==> src/design/picp_pkg.sv <==
// Package for the point-in-convex-polygon classifier.
// Holds widths, defaults, position codes and the sequencer state type.
package picp_pkg;
    localparam int MAX_VERTICES_DEF = 64;
    localparam int COORD_BITS_DEF   = 16;
    localparam int CNT_W            = 7;
    localparam int POS_W            = 2;

    typedef enum logic [1:0] {
        POS_INSIDE  = 2'd0,
        POS_ON      = 2'd1,
        POS_OUTSIDE = 2'd2
    } t_pos;

    typedef enum logic [2:0] {
        ST_IDLE,
        ST_RD0,
        ST_RD1,
        ST_RD2,
        ST_CROSS,
        ST_DECIDE,
        ST_OUT
    } t_state;
endpackage

==> src/design/picp_ram.sv <==
// Generic single-port synchronous RAM with registered read.
// No dependencies.
module picp_ram #(
    parameter int WIDTH = 32,
    parameter int DEPTH = 64,
    parameter int AW    = (DEPTH > 1) ? $clog2(DEPTH) : 1
) (
    input  logic             i_clk,
    input  logic             i_we,
    input  logic [AW-1:0]    i_addr,
    input  logic [WIDTH-1:0] i_wdata,
    output logic [WIDTH-1:0] o_rdata
);
    logic [WIDTH-1:0] r_mem [DEPTH];

    always_ff @(posedge i_clk) begin
        if (i_we) begin
            r_mem[i_addr] <= i_wdata;
        end
        o_rdata <= r_mem[i_addr];
    end
endmodule

==> src/design/point_in_convex_polygon.sv <==
// Top level: vertex table RAM plus binary-search sequencer over the triangle fan.
// Depends on picp_pkg and picp_ram.
// A vertex load writes the table when it is accepted. A query reads v0, v[m] and
// v[m+1] from the single RAM port and forms one cross product per cycle. A search
// has at most log2(MAX_VERTICES)+1 rounds of RD0, RD1, RD2, CROSS and DECIDE; then
// RD0 detects an exhausted search and OUT posts the word. The one-port table and the
// serial cross products set the length of a query. A result waiting on the output
// holds back only the next query's final step.
module point_in_convex_polygon #(
    parameter int MAX_VERTICES = picp_pkg::MAX_VERTICES_DEF,
    parameter int COORD_BITS   = picp_pkg::COORD_BITS_DEF
) (
    input  logic                         i_clk,
    input  logic                         i_rst_n,
    input  logic                         i_cfg_valid,
    output logic                         o_cfg_ready,
    input  logic [picp_pkg::CNT_W-1:0]   i_cfg_vertex_count,
    input  logic                         i_valid,
    output logic                         o_ready,
    input  logic                         i_op,
    input  logic [5:0]                   i_vertex_index,
    input  logic signed [COORD_BITS-1:0] i_coord_x,
    input  logic signed [COORD_BITS-1:0] i_coord_y,
    output logic                         o_valid,
    input  logic                         i_ready,
    output logic [picp_pkg::POS_W-1:0]   o_position
);
    localparam int AW = $clog2(MAX_VERTICES);
    localparam int NW = AW + 1;
    localparam int ROUNDS = AW + 1;
    localparam int RW = $clog2(ROUNDS + 1);
    localparam int DW = COORD_BITS + 1;
    localparam int PW = 2 * DW;
    localparam int CW = PW + 1;
    localparam int VW = 2 * COORD_BITS;

    picp_pkg::t_state r_state, n_state;
    logic [picp_pkg::CNT_W-1:0] r_count;
    logic [NW-1:0] r_lo, n_lo, r_hi, n_hi, r_n;
    logic [RW-1:0] r_round, n_round;
    logic signed [COORD_BITS-1:0] r_qx, r_qy;
    logic signed [COORD_BITS-1:0] r_p0x, r_p0y, r_p1x, r_p1y, r_p2x, r_p2y;
    logic signed [CW-1:0] r_ca, r_c0, r_c1, r_c2;
    logic [1:0] r_cstep, n_cstep;
    logic [picp_pkg::POS_W-1:0] r_pos, n_pos;
    logic [picp_pkg::POS_W-1:0] r_res;
    logic r_pend, n_pend;

    logic ram_we;
    logic [AW-1:0] ram_addr;
    logic [VW-1:0] ram_rdata;
    logic [NW-1:0] mid;
    logic [NW-1:0] n_clamp;
    logic signed [COORD_BITS-1:0] p2x, p2y;

    picp_ram #(.WIDTH(VW), .DEPTH(MAX_VERTICES)) u_table (
        .i_clk  (i_clk),
        .i_we   (ram_we),
        .i_addr (ram_addr),
        .i_wdata({i_coord_x, i_coord_y}),
        .o_rdata(ram_rdata)
    );

    assign mid = NW'((({1'b0, r_lo} + {1'b0, r_hi}) >> 1));
    assign o_cfg_ready = (r_state == picp_pkg::ST_IDLE);
    assign o_ready = (r_state == picp_pkg::ST_IDLE);
    assign o_valid = r_pend;
    assign o_position = r_res;

    always_comb begin
        if (r_count < picp_pkg::CNT_W'(3)) begin
            n_clamp = NW'(3);
        end else if (32'(r_count) > MAX_VERTICES) begin
            n_clamp = NW'(MAX_VERTICES);
        end else begin
            n_clamp = NW'(r_count);
        end
    end

    // Take v[m+1] straight from the table on the first cross step.
    always_comb begin
        if (r_state == picp_pkg::ST_CROSS && r_cstep == 2'd0) begin
            p2x = $signed(ram_rdata[VW-1:COORD_BITS]);
            p2y = $signed(ram_rdata[COORD_BITS-1:0]);
        end else begin
            p2x = r_p2x;
            p2y = r_p2y;
        end
    end

    // Cross product terms: one product pair per cycle-step.
    logic signed [DW-1:0] ax, ay, bx, by;
    logic signed [PW-1:0] prod_a, prod_b;
    logic signed [CW-1:0] cross_val;
    always_comb begin
        ax = '0; ay = '0; bx = '0; by = '0;
        case (r_cstep)
            2'd0: begin
                ax = DW'(p2x) - DW'(r_p1x); ay = DW'(p2y) - DW'(r_p1y);
                bx = DW'(r_p0x) - DW'(r_p1x); by = DW'(r_p0y) - DW'(r_p1y);
            end
            2'd1: begin
                ax = DW'(p2x) - DW'(r_p1x); ay = DW'(p2y) - DW'(r_p1y);
                bx = DW'(r_qx) - DW'(r_p1x);  by = DW'(r_qy) - DW'(r_p1y);
            end
            2'd2: begin
                ax = DW'(r_p0x) - DW'(p2x); ay = DW'(r_p0y) - DW'(p2y);
                bx = DW'(r_qx) - DW'(p2x);  by = DW'(r_qy) - DW'(p2y);
            end
            default: begin
                ax = DW'(r_p1x) - DW'(r_p0x); ay = DW'(r_p1y) - DW'(r_p0y);
                bx = DW'(r_qx) - DW'(r_p0x);  by = DW'(r_qy) - DW'(r_p0y);
            end
        endcase
        prod_a = ax * by;
        prod_b = ay * bx;
        cross_val = CW'(prod_a) - CW'(prod_b);
    end

    function automatic logic signed [1:0] sgn(input logic signed [CW-1:0] v);
        sgn = (v == '0) ? 2'sd0 : (v[CW-1] ? -2'sd1 : 2'sd1);
    endfunction

    // Decision over the captured signs.
    logic signed [1:0] sa, s0, s1, s2;
    logic signed [DW-1:0] tq, td;
    logic hit, first, last, q_eq0;
    always_comb begin
        sa = sgn(r_ca);
        s0 = 2'(sa * sgn(r_c0));
        s1 = 2'(sa * sgn(r_c1));
        s2 = 2'(sa * sgn(r_c2));
        if (r_p1x == r_p2x) begin
            tq = DW'(r_qy) - DW'(r_p1y); td = DW'(r_p2y) - DW'(r_p1y);
        end else begin
            tq = DW'(r_qx) - DW'(r_p1x); td = DW'(r_p2x) - DW'(r_p1x);
        end
        if (td > 0) begin
            hit = (tq >= 0) && (tq <= td);
        end else if (td < 0) begin
            hit = (tq <= 0) && (tq >= td);
        end else begin
            hit = 1'b0;
        end
        first = (mid == NW'(1));
        last  = (mid == r_n - NW'(2));
        q_eq0 = (r_qx == r_p0x) && (r_qy == r_p0y);
    end

    always_comb begin
        n_state = r_state;
        n_lo = r_lo; n_hi = r_hi; n_round = r_round;
        n_cstep = r_cstep; n_pos = r_pos; n_pend = r_pend;
        ram_we = 1'b0;
        ram_addr = AW'(i_vertex_index);
        if (r_pend && i_ready) begin
            n_pend = 1'b0;
        end
        case (r_state)
            picp_pkg::ST_IDLE: begin
                if (i_valid && o_ready) begin
                    if (!i_op) begin
                        ram_we = (32'(i_vertex_index) < MAX_VERTICES);
                    end else begin
                        n_lo = NW'(1);
                        n_hi = n_clamp - NW'(1);
                        n_round = '0;
                        n_state = picp_pkg::ST_RD0;
                    end
                end
            end
            picp_pkg::ST_RD0: begin
                if (r_round == RW'(ROUNDS) || !(r_hi > r_lo)) begin
                    n_pos = picp_pkg::POS_OUTSIDE;
                    n_state = picp_pkg::ST_OUT;
                end else begin
                    ram_addr = '0;
                    n_state = picp_pkg::ST_RD1;
                end
            end
            picp_pkg::ST_RD1: begin
                ram_addr = mid[AW-1:0];
                n_state = picp_pkg::ST_RD2;
            end
            picp_pkg::ST_RD2: begin
                ram_addr = AW'(mid + NW'(1));
                n_state = picp_pkg::ST_CROSS;
            end
            picp_pkg::ST_CROSS: begin
                n_cstep = r_cstep + 2'd1;
                if (r_cstep == 2'd3) begin
                    n_state = picp_pkg::ST_DECIDE;
                end
            end
            picp_pkg::ST_DECIDE: begin
                n_state = picp_pkg::ST_OUT;
                n_round = r_round + RW'(1);
                if (q_eq0) begin
                    n_pos = picp_pkg::POS_ON;
                end else if (s0 < 0) begin
                    n_pos = picp_pkg::POS_OUTSIDE;
                end else if (s0 == 0) begin
                    n_pos = hit ? picp_pkg::POS_ON : picp_pkg::POS_OUTSIDE;
                end else if (s2 == 0 && first && s1 >= 0) begin
                    n_pos = picp_pkg::POS_ON;
                end else if (s1 == 0 && last && s2 >= 0) begin
                    n_pos = picp_pkg::POS_ON;
                end else if (s1 >= 0 && s2 >= 0) begin
                    n_pos = picp_pkg::POS_INSIDE;
                end else if (s2 < 0) begin
                    if (first || s1 < 0) begin
                        n_pos = picp_pkg::POS_OUTSIDE;
                    end else begin
                        n_hi = mid;
                        n_state = picp_pkg::ST_RD0;
                    end
                end else begin
                    if (last) begin
                        n_pos = picp_pkg::POS_OUTSIDE;
                    end else begin
                        n_lo = mid;
                        n_state = picp_pkg::ST_RD0;
                    end
                end
            end
            picp_pkg::ST_OUT: begin
                if (!r_pend) begin
                    n_pend = 1'b1;
                    n_state = picp_pkg::ST_IDLE;
                end
            end
            default: n_state = picp_pkg::ST_IDLE;
        endcase
    end

    always_ff @(posedge i_clk) begin
        if (!i_rst_n) begin
            r_state <= picp_pkg::ST_IDLE;
            r_count <= picp_pkg::CNT_W'(3);
            r_pend  <= 1'b0;
            r_cstep <= 2'd0;
        end else begin
            r_state <= n_state;
            r_pend  <= n_pend;
            r_cstep <= n_cstep;
            if (i_cfg_valid && o_cfg_ready) begin
                r_count <= i_cfg_vertex_count;
            end
        end
    end

    always_ff @(posedge i_clk) begin
        r_lo <= n_lo;
        r_hi <= n_hi;
        r_round <= n_round;
        r_pos <= n_pos;
        if (r_state == picp_pkg::ST_OUT && !r_pend) begin
            r_res <= r_pos;
        end
        if (r_state == picp_pkg::ST_IDLE && i_valid && o_ready) begin
            r_qx <= i_coord_x;
            r_qy <= i_coord_y;
            r_n  <= n_clamp;
        end
        if (r_state == picp_pkg::ST_RD1) begin
            r_p0x <= ram_rdata[VW-1:COORD_BITS];
            r_p0y <= ram_rdata[COORD_BITS-1:0];
        end
        if (r_state == picp_pkg::ST_RD2) begin
            r_p1x <= ram_rdata[VW-1:COORD_BITS];
            r_p1y <= ram_rdata[COORD_BITS-1:0];
        end
        if (r_state == picp_pkg::ST_CROSS && r_cstep == 2'd0) begin
            r_p2x <= p2x;
            r_p2y <= p2y;
        end
        if (r_state == picp_pkg::ST_CROSS) begin
            case (r_cstep)
                2'd0: r_ca <= cross_val;
                2'd1: r_c0 <= cross_val;
                2'd2: r_c1 <= cross_val;
                default: r_c2 <= cross_val;
            endcase
        end
    end

`ifndef SYNTHESIS
    a_out_hold: assert property (@(posedge i_clk) disable iff (!i_rst_n)
        o_valid && !i_ready |=> o_valid && $stable(o_position));
    a_cstep_rest: assert property (@(posedge i_clk) disable iff (!i_rst_n)
        r_state != picp_pkg::ST_CROSS |-> r_cstep == 2'd0);
    a_search_bounds: assert property (@(posedge i_clk) disable iff (!i_rst_n)
        r_state == picp_pkg::ST_RD1 |-> r_lo >= NW'(1) && r_hi > r_lo && r_hi < r_n);
`endif
endmodule

==> config.mk <==
export PLATFORM = sky130hd
export DESIGN_NAME = point_in_convex_polygon
export DESIGN_NICKNAME = d
export VERILOG_FILES = /design/src/design/picp_pkg.sv /design/src/design/picp_ram.sv /design/src/design/point_in_convex_polygon.sv
export SDC_FILE = /design/constraint.sdc
export NUM_CORES = 2
export LEC_CHECK = 0
export BUFFER_PORTS_ARGS = -buffer_cell sky130_fd_sc_hd__buf_2
export CAP_MARGIN = 30
export CORE_MARGIN = 10
export CORE_UTILIZATION = 50
export DETAILED_ROUTE_END_ITERATION = 7
export MAX_ROUTING_LAYER = met4
export PLACE_DENSITY = 0.75
export SYNTH_ARGS = -nofsm -noshare
export SYNTH_HDL_FRONTEND = slang
export SYNTH_SLANG_ARGS = --single-unit
==> constraint.sdc <==
create_clock -name i_clk -period 12.4 [get_ports i_clk]
set_input_delay 2.48 -clock i_clk [delete_from_list [all_inputs] [get_ports i_clk]]
set_output_delay 2.48 -clock i_clk [all_outputs]
set_load 0.01 [all_outputs]
# Word-level counts from Yosys, hierarchy flattened
# Memories as Yosys holds them, arrays and structs flattened. A register that Yosys moved wholly into a read port is not among the register bits.
# Index checks and enable logic that the tools add are counted.
# W data, S select, Z words.
[classes] n_eq_ne=32 multipliers=5 bitwise_logic=1 n_reduce_logical=40 div_mod_pow=0 mux=82 n_lt_le_gt_ge=14 shift=0 add_sub_neg=23
[ops] op="$sub A16 B16 Y17" n=16
[ops] op="$mux W7" n=22
[ops] op="$logic_not A35 Y1" n=4
[ops] op="$pmux W17 S3" n=2
[ops] op="$logic_not A32 Y1" n=3
[ops] op="$mul A17 B17 Y34" n=2
[ops] op="$pmux W17 S2" n=2
[ops] op="$eq A16 B16 Y1" n=3
[ops] op="$mux W3" n=16
[ops] op="$mux W2" n=19
[ops] op="$sub A34 B34 Y35" n=1
[ops] op="$mux W17" n=2
[ops] op="$mux W16" n=2
[ops] op="$pmux W7 S2" n=2
[ops] op="$ne A2 B2 Y1 const B" n=12
[ops] op="$reduce_and A11 Y1" n=2
[ops] op="$pmux W3 S7" n=1
[ops] op="$ne A9 B9 Y1 const B" n=2
[ops] op="$pmux W6 S3" n=1
[ops] op="$ge A17 B1 Y1 const B" n=1
[ops] op="$ge A17 B17 Y1" n=1
[ops] op="$gt A17 B1 Y1 const B" n=1
[ops] op="$le A17 B1 Y1 const B" n=1
[ops] op="$le A17 B17 Y1" n=1
[ops] op="other kinds (37)" n=78
[word_totals] mem_bits_rw=2048 latchBits=0 rom_bits=0 regBits=309 n_memories=1 elab_cells=220
[mem_list] memory="u_table.r_mem" depth=64 word_bits=32 rd=1 rd_ports_with_merged_regs=1 write_ports=1 line="picp_ram.sv:14" source="logic [WIDTH-1:0] r_mem [DEPTH];"

# Depth between registers and ports, before layout
[depth] word_depth=14 depth_mapped=50

# Modules after synthesis
# Synthesis repeated with hierarchy kept, for this count alone.
[unflattened] hier_cells=9368 hier_area_um2=125825.7
[modules_own_cells] mod="picp_ram" cells_per_inst=4370 area_per_inst_um2=78615.4 seq_area_each_um2=62139.6 instances=1
[modules_own_cells] mod="point_in_convex_polygon" cells_per_inst=4998 area_per_inst_um2=47210.3 seq_area_each_um2=9148.8 instances=1

# Least setup slack after synthesis
# No wires, ideal clock.
[synth_timing] path_type="register -> register" start="reg r_cstep[0]" end="reg r_c0[34], data pin" path_stages_with_launch=44 required_time_ps=12126 synth_period_minus_slack_ps=12015 setup_ps=274 arrival_time_ps=11741 path_slack_ps=385 cell_sequence="dfxtp_1 > inv_1 > ha_1 > nand4bb_1 > buf_4 > buf_1 > buf_1 > mux2i_1 > inv_1 > fa_1 > a21o_1 > a21oi_1 > o21ai_0 > nand2_1 > o21ai_0 > o41ai_1 > o21ai_0 > a2111oi_0 > [8 not listed] > fa_1 > fa_1 > fa_1 > inv_1 > fa_1 > inv_1 > ha_1 > o21ai_0 > nor2_1 > or2_2 > o21a_1 > a311o_1 > o311ai_0 > a211o_1 > o211a_1 > o21bai_1 > a21oi_1 > xnor2_1"
[synth_between] elab_chain_cells=7 word_cells_on_any_way=20 classes_between="7 x add/sub; 2 x mul; 2 x eq/ne; 6 x mux; 3 x reduce/logical"
[synth_rtl] element="start: declaration" line="point_in_convex_polygon.sv:44" source="logic [1:0] r_cstep, n_cstep;"
[synth_rtl] element="start signal: assignment" line="point_in_convex_polygon.sv:245" source="r_cstep <= n_cstep;"
[synth_rtl] element="$logic_not A2 Y1 *" line="point_in_convex_polygon.sv:82" source="if (r_state == picp_pkg::ST_CROSS && r_cstep == 2'd0) begin"
[synth_rtl] element="$logic_and A1 B1 Y1 *" line="point_in_convex_polygon.sv:82"
[synth_rtl] element="$mux W16 *" line="point_in_convex_polygon.sv:82"
[synth_rtl] element="via p2y[1]" line="point_in_convex_polygon.sv:54" source="logic signed [COORD_BITS-1:0] p2x, p2y;"
[synth_rtl] element="$sub A16 B16 Y17, on equally long branches"
[synth_rtl] element="$pmux W17 S3 / $pmux W17 S2 (equally long branches)" line="point_in_convex_polygon.sv:97" source="case (r_cstep)"
[synth_rtl] element="$mul A17 B17 Y34, on equally long branches" line="point_in_convex_polygon.sv:115, point_in_convex_polygon.sv:116"
[synth_rtl] element="$sub A34 B34 Y35 *" line="point_in_convex_polygon.sv:117" source="cross_val = CW'(prod_a) - CW'(prod_b);"
[synth_rtl] element="via cross_val[34]" line="point_in_convex_polygon.sv:94" source="logic signed [CW-1:0] cross_val;"
[synth_rtl] element="end signal: assignment" line="point_in_convex_polygon.sv:280" source="2'd1: r_c0 <= cross_val;"
[synth_rtl] element="end: declaration" line="point_in_convex_polygon.sv:43" source="logic signed [CW-1:0] r_ca, r_c0, r_c1, r_c2;"
# Mark *: on every way through the listed nets, which the timed path passes. The rest lies on a longest branch.
# A chain may end at the register's enable or synchronous reset.

# Worst setup path in the final report
[layout_timing] start="reg r_cstep[1]" end="reg r_ca[34], data pin"
[layout_between] elab_chain_cells=7 word_cells_on_any_way=20 classes_between="7 x add/sub; 2 x mul; 2 x eq/ne; 6 x mux; 3 x reduce/logical"
[layout_rtl] element="$logic_not A2 Y1" line="point_in_convex_polygon.sv:82, point_in_convex_polygon.sv:97"
[layout_rtl] element="$logic_and A1 B1 Y1" line="point_in_convex_polygon.sv:82"
[layout_rtl] element="$mux W16" line="point_in_convex_polygon.sv:82"
[layout_rtl] element="$sub A16 B16 Y17, on equally long branches"
[layout_rtl] element="$pmux W17 S3 / $pmux W17 S2 (equally long branches)" line="point_in_convex_polygon.sv:97"
[layout_rtl] element="$mul A17 B17 Y34, on equally long branches" line="point_in_convex_polygon.sv:115, point_in_convex_polygon.sv:116"
[layout_rtl] element="$sub A34 B34 Y35 *" line="point_in_convex_polygon.sv:117"
[layout_rtl] element="via cross_val[34]" line="point_in_convex_polygon.sv:94"
[layout_rtl] element="end signal: assignment" line="point_in_convex_polygon.sv:279" source="2'd0: r_ca <= cross_val;"
[layout_rtl] element="end: declaration" line="point_in_convex_polygon.sv:43"
# Marked as above.

==> reports/summary.txt <==
Relative max-transition margin: 0.185
Worst Tran Pin Value: 1.21 ns
Max Cap Viol: 0
Fillcell total: 19,273
DRC: 3
H-tree levels: 4
Top cells by count, synth: edfxtp_1, inv_1, nand2_1, fa_1, nor2_1
Crit path kind: reg -> reg
Share of cells above drive strength 1: 0.0954
Num ports: 56
Drt pass-1 iters: 8
Status: complete, but fails checks
Final setup viols: 0
Vias per std cell: 6.57
Worst Path Required: 12.99 ns
Final std cells w/o fill: 12,877
Core Area: 246,000 sq um
Die Wd: 517 microns
Initial detailed-routing violation count: 13,619
Highest clock rate: 0.0849 GHz
Share of Yosys cell area claimed by the top area cell type: 0.569
Tot GR Track Use: 0.309
Critical Path Sink: r_ca[34]
Wire per inst: 31.7 microns
Clock Latency Late Sink: 0.95 ns
CTS tree: yes
Most frequent cell after synthesis: edfxtp_1
Nets: 10,599
Die Y: 517 microns
Final core occ: 0.559
Rows: 182
Initial Util: 0.503
Post-route ant nets: 0
Top post-synthesis cells by area: edfxtp_1, fa_1, ha_1
Synth-to-Final Area Change: 11.2%
Reg-to-Reg Start: r_cstep[1]
Dpl hpwl: 272,000 microns
CP arrival: 12.36 ns
DRT Wirelength: 409,000 microns
Sum Neg Setup Slack: 0 ns
Uppermost layer routed: met4
Hold crit path type: reg -> reg
Grt ovf: 0
Metal2 WL: 185,000 microns
Clock skew: 0.101 ns
Final Hold Vio Count: 0
Nature of the critical path endpoint: flop
Syn avg cell area: 13.3 sq um
Num CTS Buffers: 228
CP startpoint kind: flop
Reg clk slew, reported paths: 0.07 ns
DIE AREA: 267,000 sq um
PortBufs: 55
Met1 wire length: 142,000 microns
Count of pins over their slew limit: 0
Placer Congestion: 0.985
Root Buffer: clkbuf_16
Yosys cell types: 96
Flip-flop and latch count after synthesis: 2,389
Worst Hold Depth: 0
Cell Area, Synth: 124,000 sq um
Reg2reg end: r_ca[34]
CP max FO: 11
Ratio of final minimum period to clock period: 0.949
R2R depth: 42
Largest net degree at the start of global routing: 119
Synth Warn #: 0
Worst reg-to-reg setup slack: 0.63 ns
Met3 Wirelength: 51,200 microns
Async SR Flop Fraction: 0
CP max stage cell: fa_1
Vias in the first global route: 84,854
Critical Path Max Stage Delay: 0.61 ns
Sequential share of the synthesized area: 0.577
CTS sink cnt: 2,389
Global-route wire length before repair: 588,000 microns
Hold-fix buffers, CTS: 0
DR vias: 84,546
Post-synth net total: 10,424
Most frequent CP cell: fa_1
DP Cell Count: 12,411
Unrepaired setup endpoints after global routing: false
Area leader, netlist: edfxtp_1
Max clock buf depth: 3
Final Critical Period: 11.77 ns
Number of flops mapped to enable cells by yosys: 2,344
Worst setup startpoint: r_cstep[1]
Top FF cell, synth: edfxtp_1
Post-synthesis instance total: 9,261
Violated checks: design-rule violations
Initial antenna violation count: 26
[layout by cell type, fill, tap and decap left out, drive strengths merged, types with 261 or more instances in the layout]
cell and n:
a21oi 461, buf 381, clkbuf 287, edfxtp 2344, fa 676, ha 436, inv 846, nand2 699
nor2 523, o21ai 261
[kinds of logic (layout without fill, tap and decap cells)]
family,count (synthesis),count (layout),synth area share
AO/OA/AOI/OAI,2102,2102,0.122
XOR/XNOR,260,260,0.0184
adder cells (fa/ha/maj),1120,1120,0.154
buffers and inverters,1282,1657,0.0398
flip-flops,2389,2389,0.577
multiplexers,242,242,0.0199
other,0,21,0
AND/OR/NAND/NOR,1866,1866,0.0693
[worst min-delay path by stage]
stage	start	end	slack (ns)
floorplan	r_pos[0]	o_position[0]	0.40
global placement	r_pos[0]	o_position[0]	0.41
detailed placement	r_pos[1]	o_position[1]	0.41
CTS	u_table.o_rdata[15]	r_p1y[15]	0.40
global route	u_table.o_rdata[15]	r_p1y[15]	0.41
finish	u_table.o_rdata[15]	r_p1y[15]	0.41
[final cells by class]
cell class,count,area (sq um),share of cell area
diodes,21,52.6,0.000383
clock buffers,282,5960,0.0434
clock inverters,148,1640,0.0119
inverters,839,3150,0.0229
multi-input cells,5590,48200,0.351
flip-flops and latches,2389,71300,0.519
well taps,3220,4030,0.0293
repair buffers,388,3050,0.0222
[through the flow]
stage          area [sq um]  hold WS (ns)  worst slack, ns
2_1_floorplan        124000         0.400            0.385
3_3_place_gp         129000         0.408            0.322
3_5_place_dp         130000         0.408            0.322
4_1_cts              137000         0.399            0.289
5_1_grt              137000         0.414           0.0325
6_report             137000         0.412            0.627
[critical path, delay by kind of cell (launching register included)]
kind                     cells  cell delay [ns]
XOR/XNOR                     1             0.14
multiplexers                 1             0.19
AO/OA/AOI/OAI               15             3.86
buffers and inverters        7             0.83
AND/OR/NAND/NOR              7             1.36
flip-flops                   1             0.31
adder cells (fa/ha/maj)     11             4.78
[state kept, by name, summed over array words and instances (netlist names), 32 cells and up]
name / flops
r_c0: 35
r_ca: 35
u_table.r_mem: 2048
r_c2: 35
r_c1: 35
u_table.o_rdata: 32
[metal layers]
layer  up-vias  GRT usage
li1      34899          -
met5         -          -
met2      6382      0.469
met3      1340     0.0764
met4         0      0.183
met1     41925      0.377
[what timing repair did]
item                                    CTS  global route
resized for setup                         0            13
buffers inserted                          0             3
endpoints found under the setup margin    0            24
Power is not shown: default switching activity piles up to over one toggle a cycle in this logic, so the estimate is an artifact.
